**src/hw/rtl/mtpfw_pkg.sv**
```systemverilog
package mtpfw_pkg;

	// field and register widths
	localparam int ADDR_W     = 23;
	localparam int DATA_W     = 8;
	localparam int CFG_IDX_W  = 3;
	localparam int CFG_DATA_W = 12;
	localparam int DIM_W      = 12;
	localparam int BLKS_W     = 9;
	localparam int CELL_W     = 2;
	localparam int ORG_W      = 8;
	localparam int PROD_W     = 24;

	// register indexes
	localparam logic [CFG_IDX_W-1:0] CFG_IMAGE_WIDTH   = 3'd0;
	localparam logic [CFG_IDX_W-1:0] CFG_IMAGE_HEIGHT  = 3'd1;
	localparam logic [CFG_IDX_W-1:0] CFG_BLOCKS_ACROSS = 3'd2;
	localparam logic [CFG_IDX_W-1:0] CFG_BLOCKS_DOWN   = 3'd3;
	localparam logic [CFG_IDX_W-1:0] CFG_HORIZ_CELLS   = 3'd4;
	localparam logic [CFG_IDX_W-1:0] CFG_VERT_CELLS    = 3'd5;

	// register reset values
	localparam logic [DIM_W-1:0]  RST_IMAGE_WIDTH   = 12'd640;
	localparam logic [DIM_W-1:0]  RST_IMAGE_HEIGHT  = 12'd480;
	localparam logic [BLKS_W-1:0] RST_BLOCKS_ACROSS = 9'd80;
	localparam logic [BLKS_W-1:0] RST_BLOCKS_DOWN   = 9'd60;
	localparam logic [CELL_W-1:0] RST_HORIZ_CELLS   = 2'd2;
	localparam logic [CELL_W-1:0] RST_VERT_CELLS    = 2'd2;

	// plane bases for the reset picture size
	localparam logic [PROD_W-1:0] RST_LUMA_AREA = 24'd307200;
	localparam logic [ADDR_W-1:0] RST_V_BASE    = 23'd460800;

	localparam logic [DIM_W-1:0]  MAX_WIDTH  = 12'd2048;
	localparam logic [BLKS_W-1:0] MAX_BLOCKS = 9'd256;

	// one accepted sample, decoded
	typedef struct packed {
		logic [DATA_W-1:0] data;
		logic              luma;
		logic              en;
		logic              two;
		logic              cr;
		logic [2:0]        row;
		logic [2:0]        col;
		logic              cx;
		logic              cy;
		logic [ORG_W-1:0]  lbx;
		logic [ORG_W-1:0]  lby;
		logic              fe;
	} item_t;

	// origin wrap result of the fast path
	typedef struct packed {
		logic             ok;
		logic [ORG_W-1:0] val;
	} wrap_t;

	// (sum mod n) for sum below three times n, else ok is low
	function automatic wrap_t wrap_fast(logic [BLKS_W-1:0] sum, logic [BLKS_W-1:0] n);
		logic [10:0] s;
		logic [10:0] n1;
		logic [10:0] n2;
		logic [10:0] n3;
		logic [10:0] d1;
		logic [10:0] d2;
		wrap_t       r;
		s  = {2'b00, sum};
		n1 = {2'b00, n};
		n2 = {1'b0, n, 1'b0};
		n3 = n2 + n1;
		d1 = s - n1;
		d2 = s - n2;
		r.ok = 1'b1;
		if (s < n1) begin
			r.val = s[ORG_W-1:0];
		end else if (s < n2) begin
			r.val = d1[ORG_W-1:0];
		end else if (s < n3) begin
			r.val = d2[ORG_W-1:0];
		end else begin
			r.ok  = 1'b0;
			r.val = '0;
		end
		return r;
	endfunction

endpackage

```
**src/hw/rtl/mcu_to_planar_frame_writer.sv**
```systemverilog
// a sample passes the input register, the product register and the output register on its way out
// throughput: one sample per cycle when nothing stalls; a kept chroma sample of a two-row MCU
// holds the output register for two writes; an MCU advance that lands at three or more
// times the block count stalls input while the serial remainder unit runs
// reset: asynchronous, clears the block counters, the MCU origin and all pipeline
// valids; configuration returns to 640x480, 80x60 blocks, 2x2 cells
module mcu_to_planar_frame_writer import mtpfw_pkg::*; (
	input  logic                  clk,
	input  logic                  arst_n,
	input  logic                  cfg_write,
	input  logic [CFG_IDX_W-1:0]  cfg_index,
	input  logic [CFG_DATA_W-1:0] cfg_data,
	input  logic                  in_valid,
	output logic                  in_stall,
	input  logic [DATA_W-1:0]     sample,
	output logic                  out_valid,
	input  logic                  out_stall,
	output logic                  write_enable,
	output logic [ADDR_W-1:0]     write_address,
	output logic [DATA_W-1:0]     write_data,
	output logic                  frame_done,
	output logic                  last_of_run
);

	localparam logic [1:0] FIX_IDLE = 2'd0;
	localparam logic [1:0] FIX_X    = 2'd1;
	localparam logic [1:0] FIX_Y    = 2'd2;
	localparam logic [3:0] FIX_STEPS = 4'd8;
	localparam logic [5:0] PIX_LAST  = 6'd63;

	// configuration registers
	logic [DIM_W-1:0]  width_q;
	logic [DIM_W-1:0]  height_q;
	logic [BLKS_W-1:0] across_q;
	logic [BLKS_W-1:0] down_q;
	logic [CELL_W-1:0] horiz_q;
	logic [CELL_W-1:0] vert_q;

	always_ff @(posedge clk or negedge arst_n) begin
		if (!arst_n) begin
			width_q  <= RST_IMAGE_WIDTH;
			height_q <= RST_IMAGE_HEIGHT;
			across_q <= RST_BLOCKS_ACROSS;
			down_q   <= RST_BLOCKS_DOWN;
			horiz_q  <= RST_HORIZ_CELLS;
			vert_q   <= RST_VERT_CELLS;
		end else if (cfg_write) begin
			unique case (cfg_index)
				CFG_IMAGE_WIDTH:   width_q  <= cfg_data;
				CFG_IMAGE_HEIGHT:  height_q <= cfg_data;
				CFG_BLOCKS_ACROSS: across_q <= cfg_data[BLKS_W-1:0];
				CFG_BLOCKS_DOWN:   down_q   <= cfg_data[BLKS_W-1:0];
				CFG_HORIZ_CELLS:   horiz_q  <= cfg_data[CELL_W-1:0];
				CFG_VERT_CELLS:    vert_q   <= cfg_data[CELL_W-1:0];
				default: ;
			endcase
		end
	end

	// saturated configuration
	logic              h2;
	logic              v2;
	logic [BLKS_W-1:0] nbx_c;
	logic [BLKS_W-1:0] nby_c;
	logic [DIM_W-1:0]  w_c;
	logic [2:0]        nl_c;

	always_comb begin
		h2    = horiz_q[1];
		v2    = vert_q[1];
		nbx_c = (across_q == '0) ? 9'd1 : ((across_q > MAX_BLOCKS) ? MAX_BLOCKS : across_q);
		nby_c = (down_q == '0) ? 9'd1 : ((down_q > MAX_BLOCKS) ? MAX_BLOCKS : down_q);
		w_c   = (width_q > MAX_WIDTH) ? MAX_WIDTH : width_q;
		nl_c  = (h2 && v2) ? 3'd4 : ((h2 || v2) ? 3'd2 : 3'd1);
	end

	// plane bases, registered behind the configuration
	logic [PROD_W-1:0] wh_q;
	logic [ADDR_W-1:0] basev_q;
	logic [PROD_W:0]   basev_sum;

	assign basev_sum = {1'b0, wh_q} + {2'b00, wh_q[PROD_W-1:1]};

	always_ff @(posedge clk or negedge arst_n) begin
		if (!arst_n) begin
			wh_q    <= RST_LUMA_AREA;
			basev_q <= RST_V_BASE;
		end else begin
			wh_q    <= {12'd0, w_c} * {12'd0, height_q};
			basev_q <= basev_sum[ADDR_W-1:0];
		end
	end

	// block position state
	logic [5:0]       pix_q;
	logic [2:0]       blk_q;
	logic [ORG_W-1:0] lbx_q;
	logic [ORG_W-1:0] lby_q;
	logic [1:0]       fix_st_q;
	logic [8:0]       rem_q;
	logic [8:0]       dvd_q;
	logic [3:0]       cnt_q;

	logic              in_accept;
	logic              fix_busy;
	logic              mcu_end;
	logic [BLKS_W-1:0] sum_x;
	logic [BLKS_W-1:0] sum_y;
	wrap_t             wx;
	wrap_t             wy;

	// decode of the sample at the input
	item_t            item_in;
	logic             keep;
	logic [2:0]       col;

	always_comb begin
		col          = pix_q[2:0];
		keep         = h2 || !col[0];
		item_in.data = sample;
		item_in.luma = blk_q < nl_c;
		item_in.en   = item_in.luma || keep;
		item_in.two  = !item_in.luma && keep && v2;
		item_in.cr   = blk_q != nl_c;
		item_in.row  = pix_q[5:3];
		item_in.col  = (h2 || item_in.luma) ? col : {1'b0, col[2:1]};
		item_in.cx   = item_in.luma && h2 && blk_q[0];
		item_in.cy   = item_in.luma && (h2 ? blk_q[1] : blk_q[0]);
		item_in.lbx  = lbx_q;
		item_in.lby  = lby_q;
		mcu_end      = (pix_q == PIX_LAST) && (blk_q > nl_c);
		sum_x        = {1'b0, lbx_q} + (h2 ? 9'd2 : 9'd1);
		sum_y        = {1'b0, lby_q} + (v2 ? 9'd2 : 9'd1);
		wx           = wrap_fast(sum_x, nbx_c);
		wy           = wrap_fast(sum_y, nby_c);
		item_in.fe   = mcu_end && wx.ok && (wx.val == '0) && wy.ok && (wy.val == '0);
	end

	// serial remainder for origins outside the grid
	logic [BLKS_W-1:0] dvs;
	logic [9:0]        trial;
	logic [9:0]        tdiff;
	logic [8:0]        rem_next;
	logic [ORG_W-1:0]  fix_res;
	logic              fix_set_fe;

	always_comb begin
		fix_busy = fix_st_q != FIX_IDLE;
		dvs      = (fix_st_q == FIX_Y) ? nby_c : nbx_c;
		trial    = {rem_q, dvd_q[8]};
		tdiff    = trial - {1'b0, dvs};
		rem_next = (trial >= {1'b0, dvs}) ? tdiff[8:0] : trial[8:0];
		fix_res  = rem_next[ORG_W-1:0];
		fix_set_fe = ((fix_st_q == FIX_X) && (cnt_q == '0) && (fix_res == '0) && wy.ok
		              && (wy.val == '0))
		          || ((fix_st_q == FIX_Y) && (cnt_q == '0) && (fix_res == '0));
	end

	always_ff @(posedge clk or negedge arst_n) begin
		if (!arst_n) begin
			pix_q    <= '0;
			blk_q    <= '0;
			lbx_q    <= '0;
			lby_q    <= '0;
			fix_st_q <= FIX_IDLE;
			rem_q    <= '0;
			dvd_q    <= '0;
			cnt_q    <= '0;
		end else begin
			unique case (fix_st_q)
				FIX_IDLE: begin
					if (in_accept) begin
						pix_q <= pix_q + 6'd1;
						if (mcu_end) begin
							blk_q <= '0;
							if (!wx.ok) begin
								fix_st_q <= FIX_X;
								rem_q    <= '0;
								dvd_q    <= sum_x;
								cnt_q    <= FIX_STEPS;
							end else begin
								lbx_q <= wx.val;
								if (wx.val == '0) begin
									if (wy.ok) begin
										lby_q <= wy.val;
									end else begin
										fix_st_q <= FIX_Y;
										rem_q    <= '0;
										dvd_q    <= sum_y;
										cnt_q    <= FIX_STEPS;
									end
								end
							end
						end else if (pix_q == PIX_LAST) begin
							blk_q <= blk_q + 3'd1;
						end
					end
				end
				FIX_X: begin
					if (cnt_q != '0) begin
						rem_q <= rem_next;
						dvd_q <= {dvd_q[7:0], 1'b0};
						cnt_q <= cnt_q - 4'd1;
					end else begin
						lbx_q <= fix_res;
						if ((fix_res == '0) && !wy.ok) begin
							fix_st_q <= FIX_Y;
							rem_q    <= '0;
							dvd_q    <= sum_y;
							cnt_q    <= FIX_STEPS;
						end else begin
							fix_st_q <= FIX_IDLE;
							if (fix_res == '0) begin
								lby_q <= wy.val;
							end
						end
					end
				end
				FIX_Y: begin
					if (cnt_q != '0) begin
						rem_q <= rem_next;
						dvd_q <= {dvd_q[7:0], 1'b0};
						cnt_q <= cnt_q - 4'd1;
					end else begin
						lby_q    <= fix_res;
						fix_st_q <= FIX_IDLE;
					end
				end
				default: fix_st_q <= FIX_IDLE;
			endcase
		end
	end

	// pipeline flow control
	logic item_v_s1;
	logic v_s2;
	logic out_v_q;
	logic pend_q;
	logic out_take;
	logic out_free;
	logic s2_move;
	logic s1_move;

	always_comb begin
		out_take  = out_v_q && !out_stall;
		out_free  = !out_v_q || (out_take && !pend_q);
		s2_move   = v_s2 && out_free;
		s1_move   = item_v_s1 && !fix_busy && (!v_s2 || s2_move);
		in_stall  = fix_busy || (item_v_s1 && !s1_move);
		in_accept = in_valid && !in_stall;
	end

	// input register
	item_t item_s1;

	always_ff @(posedge clk or negedge arst_n) begin
		if (!arst_n) begin
			item_v_s1 <= 1'b0;
		end else if (in_accept) begin
			item_v_s1 <= 1'b1;
		end else if (s1_move) begin
			item_v_s1 <= 1'b0;
		end
	end

	always_ff @(posedge clk) begin
		if (in_accept) begin
			item_s1 <= item_in;
		end else if (fix_set_fe) begin
			item_s1.fe <= 1'b1;
		end
	end

	// row products: luma row times stride, or chroma MCU row times width
	logic [8:0]        lbyc;
	logic [DIM_W-1:0]  mul_a;
	logic [DIM_W-1:0]  mul_b;

	always_comb begin
		lbyc  = {1'b0, item_s1.lby} + {8'd0, item_s1.cy};
		mul_a = item_s1.luma ? {lbyc, item_s1.row} : {4'd0, item_s1.lby};
		mul_b = item_s1.luma ? {3'd0, nbx_c} : w_c;
	end

	logic [PROD_W-1:0] prod_s2;
	logic [11:0]       rownb_s2;
	logic [8:0]        lbxc_s2;
	logic [ORG_W-1:0]  lbx_s2;
	logic [DATA_W-1:0] data_s2;
	logic [2:0]        col_s2;
	logic              luma_s2;
	logic              en_s2;
	logic              two_s2;
	logic              cr_s2;
	logic              fe_s2;

	always_ff @(posedge clk or negedge arst_n) begin
		if (!arst_n) begin
			v_s2 <= 1'b0;
		end else if (s1_move) begin
			v_s2 <= 1'b1;
		end else if (s2_move) begin
			v_s2 <= 1'b0;
		end
	end

	always_ff @(posedge clk) begin
		if (s1_move) begin
			prod_s2  <= {12'd0, mul_a} * {12'd0, mul_b};
			rownb_s2 <= {9'd0, item_s1.row} * {3'd0, nbx_c};
			lbxc_s2  <= {1'b0, item_s1.lbx} + {8'd0, item_s1.cx};
			lbx_s2   <= item_s1.lbx;
			data_s2  <= item_s1.data;
			col_s2   <= item_s1.col;
			luma_s2  <= item_s1.luma;
			en_s2    <= item_s1.en;
			two_s2   <= item_s1.two;
			cr_s2    <= item_s1.cr;
			fe_s2    <= item_s1.fe;
		end
	end

	// final address sum
	logic [ADDR_W-1:0] luma_addr;
	logic [ADDR_W-1:0] chroma_addr;
	logic [ADDR_W-1:0] chroma_base;
	logic [ADDR_W-1:0] next_addr;
	logic [ADDR_W-1:0] row_step;

	always_comb begin
		chroma_base = cr_s2 ? basev_q : wh_q[ADDR_W-1:0];
		luma_addr   = {prod_s2[ADDR_W-4:0], 3'b000}
		            + {11'd0, lbxc_s2, 3'b000}
		            + {20'd0, col_s2};
		chroma_addr = chroma_base
		            + {prod_s2[ADDR_W-3:0], 2'b00}
		            + {13'd0, lbx_s2, 2'b00}
		            + {9'd0, rownb_s2, 2'b00}
		            + {20'd0, col_s2};
		next_addr   = luma_s2 ? luma_addr : chroma_addr;
		row_step    = {9'd0, w_c, 2'b00};
	end

	// output register; a second chroma row write steps the address by four widths
	logic              we_q;
	logic [ADDR_W-1:0] addr_q;
	logic [DATA_W-1:0] data_q;
	logic              fe_q;

	always_ff @(posedge clk or negedge arst_n) begin
		if (!arst_n) begin
			out_v_q <= 1'b0;
			pend_q  <= 1'b0;
		end else if (s2_move) begin
			out_v_q <= 1'b1;
			pend_q  <= en_s2 && two_s2;
		end else if (out_take) begin
			if (pend_q) begin
				pend_q <= 1'b0;
			end else begin
				out_v_q <= 1'b0;
			end
		end
	end

	always_ff @(posedge clk) begin
		if (s2_move) begin
			we_q   <= en_s2;
			addr_q <= en_s2 ? next_addr : '0;
			data_q <= en_s2 ? data_s2 : '0;
			fe_q   <= fe_s2;
		end else if (out_take && pend_q) begin
			addr_q <= addr_q + row_step;
		end
	end

	assign out_valid     = out_v_q;
	assign write_enable  = we_q;
	assign write_address = addr_q;
	assign write_data    = data_q;
	assign last_of_run   = !pend_q;
	assign frame_done    = fe_q && !pend_q;

endmodule

```
**config.mk**
```make
export PLATFORM = sky130hd
export DESIGN_NAME = mcu_to_planar_frame_writer
export DESIGN_NICKNAME = d
export VERILOG_FILES = /design/src/hw/rtl/mtpfw_pkg.sv /design/src/hw/rtl/mcu_to_planar_frame_writer.sv
export SDC_FILE = /design/constraint.sdc
export NUM_CORES = 1
export LEC_CHECK = 0
export ABC_CLOCK_PERIOD_IN_PS = 5910
export BUFFER_PORTS_ARGS = -buffer_cell sky130_fd_sc_hd__buf_2
export CORE_MARGIN = 5
export CORE_UTILIZATION = 45
export CTS_CLUSTER_DIAMETER = 150
export DETAILED_ROUTE_END_ITERATION = 8
export PLACE_DENSITY = 0.66
export SETUP_SLACK_MARGIN = 0.5
export SKIP_LAST_GASP = 1
export SLEW_MARGIN = 20
export SYNTH_ARGS = -nofsm -noshare
export SYNTH_HDL_FRONTEND = slang
export SYNTH_SLANG_ARGS = --single-unit
```
**constraint.sdc**
```tcl
create_clock -name clk -period 5.91 [get_ports clk]
set_clock_uncertainty 0.15 [all_clocks]
set_input_delay 0.591 -clock clk [delete_from_list [all_inputs] [get_ports clk]]
set_output_delay 0.591 -clock clk [all_outputs]
set_load 0.05 [all_outputs]
```
==> results.txt <==
Run status: finished with violations
Failing checks: negative hold slack
Seq cells post-synth: 280
Largest fanout on the critical path: 6
Sequential-to-total area share from yosys stat: 0.2694
N_diodes: 0
Period utilization: 0.9826
Antenna Nets Post-Route: 0
Synth Warn #: 0
Die X: 262.3 µm
Slew margin rel.: 0.2972
Via density: 5.479
Clock sinks: 280
Post-synth EDFFs: 136
Asr flop ratio synth: 0.5143
# nets final: 3738
Routed length per instance: 19.35 µm
Worst endpoint data arrival time: 5.95 ns
GRT Total Usage: 0.2203
Xor and xnor fraction of the mapped netlist area: 0.05137
Vias in the first global route: 22940
Final Hold Vio Count: 6
Commonest non-fill, non-tap cells in the layout: 352 x inv_1, 301 x nand2_1, 296 x ha_1
Drt total wl: 77.94 mm
Mapped Area: 0.02864 mm²
Worst Path Required: 6.05 ns
Simple-gate portion of the synthesized area: 0.1484
Worst hold path class: in -> async
Grt total ovfl: 0
Core Util, Final: 0.5284
Hold buffer count at cts: 0
Die height: 262.3 µm
Die ar.: 0.06880 mm²
Largest net degree at the start of global routing: 92
First-pass GRT wire length: 123.7 mm
Hold slack: -0.03462 ns
Mux cell area share after synthesis: 0.05583
Core Rows: 92
RePlAce Congestion: 0.9392
Post-Synthesis Cells: 2959
DRC viols: 0
H-Tree Depth: 2
Root Driver: clkbuf_16
RSZ-0062 raised after global routing: true
1st-iter DRT viols: 1371
Initial antenna violation count: 1
Worst setup SP type: flip-flop
Final setup viols: 0
Fraction of layout cells with a size suffix above 1: 0.1905
Slew Viols, Final: 0
Worst-Skew Late Latency: 0.56 ns
Crit Path Category: reg -> reg
Pin slew with the least headroom to its limit: 1.039 ns
TritonRoute pass-1 iters: 7
Reg clk slew, reported paths: 0.06 ns
Ports: 64
Synth Flop Type: edfxtp_1
CTS tree: yes
Starting Density: 0.4541
Most common cell after layout, fill and taps aside: inv_1
Max Cap Violations: 0
Crit path time final: 5.807 ns
FMAX: 0.1722 GHz
Core Area: 0.06308 mm²
Post-synthesis compound-gate area fraction: 0.1079
CTS Buf Count: 37
Yosys cell types: 85
Critical Path End Type: flip-flop
Largest family of logic cells by synthesized area: adder cells
Via count: 22060
Fill cell count: 5634
PortBufs: 63
Synth Area in Adders: 0.3067
Synthesized area per cell: 9.680 µm²
Area Overhead vs Synth: 16.37%
DP HPWL: 61.97 mm
Clock Path Buffers: 3
## sequential cells by signal, indices dropped and copies added, names as in the netlist, 12 cells and up
| name | count |
|---|---|
| basev_q | 23 |
| height_q | 12 |
| item_s1 | 37 |
| prod_s2 | 21 |
| rownb_s2 | 12 |
| wh_q | 24 |
| width_q | 12 |
| write_address | 23 |
## timing repair
item / in CTS / in global routing
setup buffers: 40 / 21
gates resized for setup: 70 / 84
cloned: 0 / 2
pin swaps: 67 / 53
setup endpoints to repair: 27 / 51
## cells in the mapped netlist, types with 17 or more instances
cell | n | area (µm²)
and2_1 | 112 | 700.7
edfxtp_1 | 136 | 4084
dfrtp_1 | 122 | 3053
nor2_1 | 157 | 589.3
mux2i_1 | 36 | 360.4
o22ai_1 | 18 | 112.6
o21ai_0 | 104 | 520.5
clkbuf_1 | 72 | 270.3
a21o_1 | 37 | 277.8
mux2_2 | 109 | 1227
a211oi_1 | 22 | 165.2
nand3_1 | 56 | 280.3
xnor2_1 | 116 | 1016
a31oi_1 | 17 | 106.4
nor2b_1 | 54 | 337.8
nor3_1 | 44 | 220.2
or3_1 | 17 | 106.4
dfstp_2 | 22 | 578.1
inv_1 | 371 | 1393
ha_1 | 318 | 3979
o21a_1 | 21 | 157.7
xor2_1 | 52 | 455.4
fa_1 | 240 | 4805
nand2_1 | 313 | 1175
and3_1 | 28 | 175.2
nand2b_1 | 32 | 200.2
a21oi_1 | 125 | 625.6
## per-layer routing
metal  routed length [µm]  up-vias  global-route usage
met4                 2302        0             0.06360
met1                33710    10940              0.2863
met3                 3398      134             0.03033
li1                     -    10430                   -
met2                38530      557              0.3860
met5                    0        -                   0
## worst max-delay path, cell delays in order (launching register included)
cell	delay [ns]
edfxtp_1	0.40
ha_4	0.19
ha_4	0.18
nand3_4	0.11
xor2_4	0.20
a21oi_4	0.25
nand2_2	0.09
fa_1	0.48
fa_2	0.59
inv_2	0.04
fa_2	0.46
fa_1	0.49
inv_1	0.05
fa_1	0.49
inv_2	0.05
ha_4	0.15
or3_4	0.37
a211oi_4	0.20
nor2_2	0.09
a211o_1	0.29
a21oi_2	0.15
xnor2_1	0.07
## layout make-up
class                      count  area (µm²)  area share
multi-input combinational   2228       20080      0.6026
sequential                   280        7720      0.2316
clock buffer                  45        1016     0.03048
clock inverter                23       305.3    0.009159
inverter                     373        1403     0.04208
tap                          846        1059     0.03176
timing repair buffer         232        1745     0.05236
## cell families (layout without fill, tap and decap cells)
| logic type | Yosys count | after routing |
|---|---|---|
| AND/OR/NAND/NOR | 876 | 876 |
| adder cells (fa/ha/maj) | 558 | 558 |
| AO/OA/AOI/OAI | 474 | 474 |
| buffers and inverters | 456 | 673 |
| flip-flops | 280 | 280 |
| XOR/XNOR | 168 | 168 |
| multiplexers | 146 | 146 |
| other | 1 | 6 |
## final timing paths
kind	from	end	slack [ns]	cells after the start
setup / recovery	item_s1[1]	prod_s2[19]	0.10	21
hold / removal	arst_n	down_q[8]	-0.03	1
setup reg to reg	item_s1[1]	prod_s2[19]	0.10	21
hold reg to reg	item_s1[32]	data_s2[3]	0.26	0
max in group asynchronous	arst_n	wh_q[17]	4.31	2
min in group clk	sample[2]	item_s1[31]	0.05	1
## metrics by stage
step	setup TNS [ns]	cells	worst slack, ns	cell area (µm²)	hold WS [ns]
global route	-0.5064	4027	-0.1273	33330	0.02234
global placement	0	3896	0.03427	30830	0.2516
detailed placement	-0.1782	3896	-0.1174	30830	0.2545
CTS	0	4004	0.08865	32780	0.01261
floorplan	0	2964	0.2416	29020	0.1454
finish	0	4027	0.1026	33330	-0.03462
Power is not shown: default switching activity piles up to over one toggle a cycle in this logic, so the estimate is an artifact.
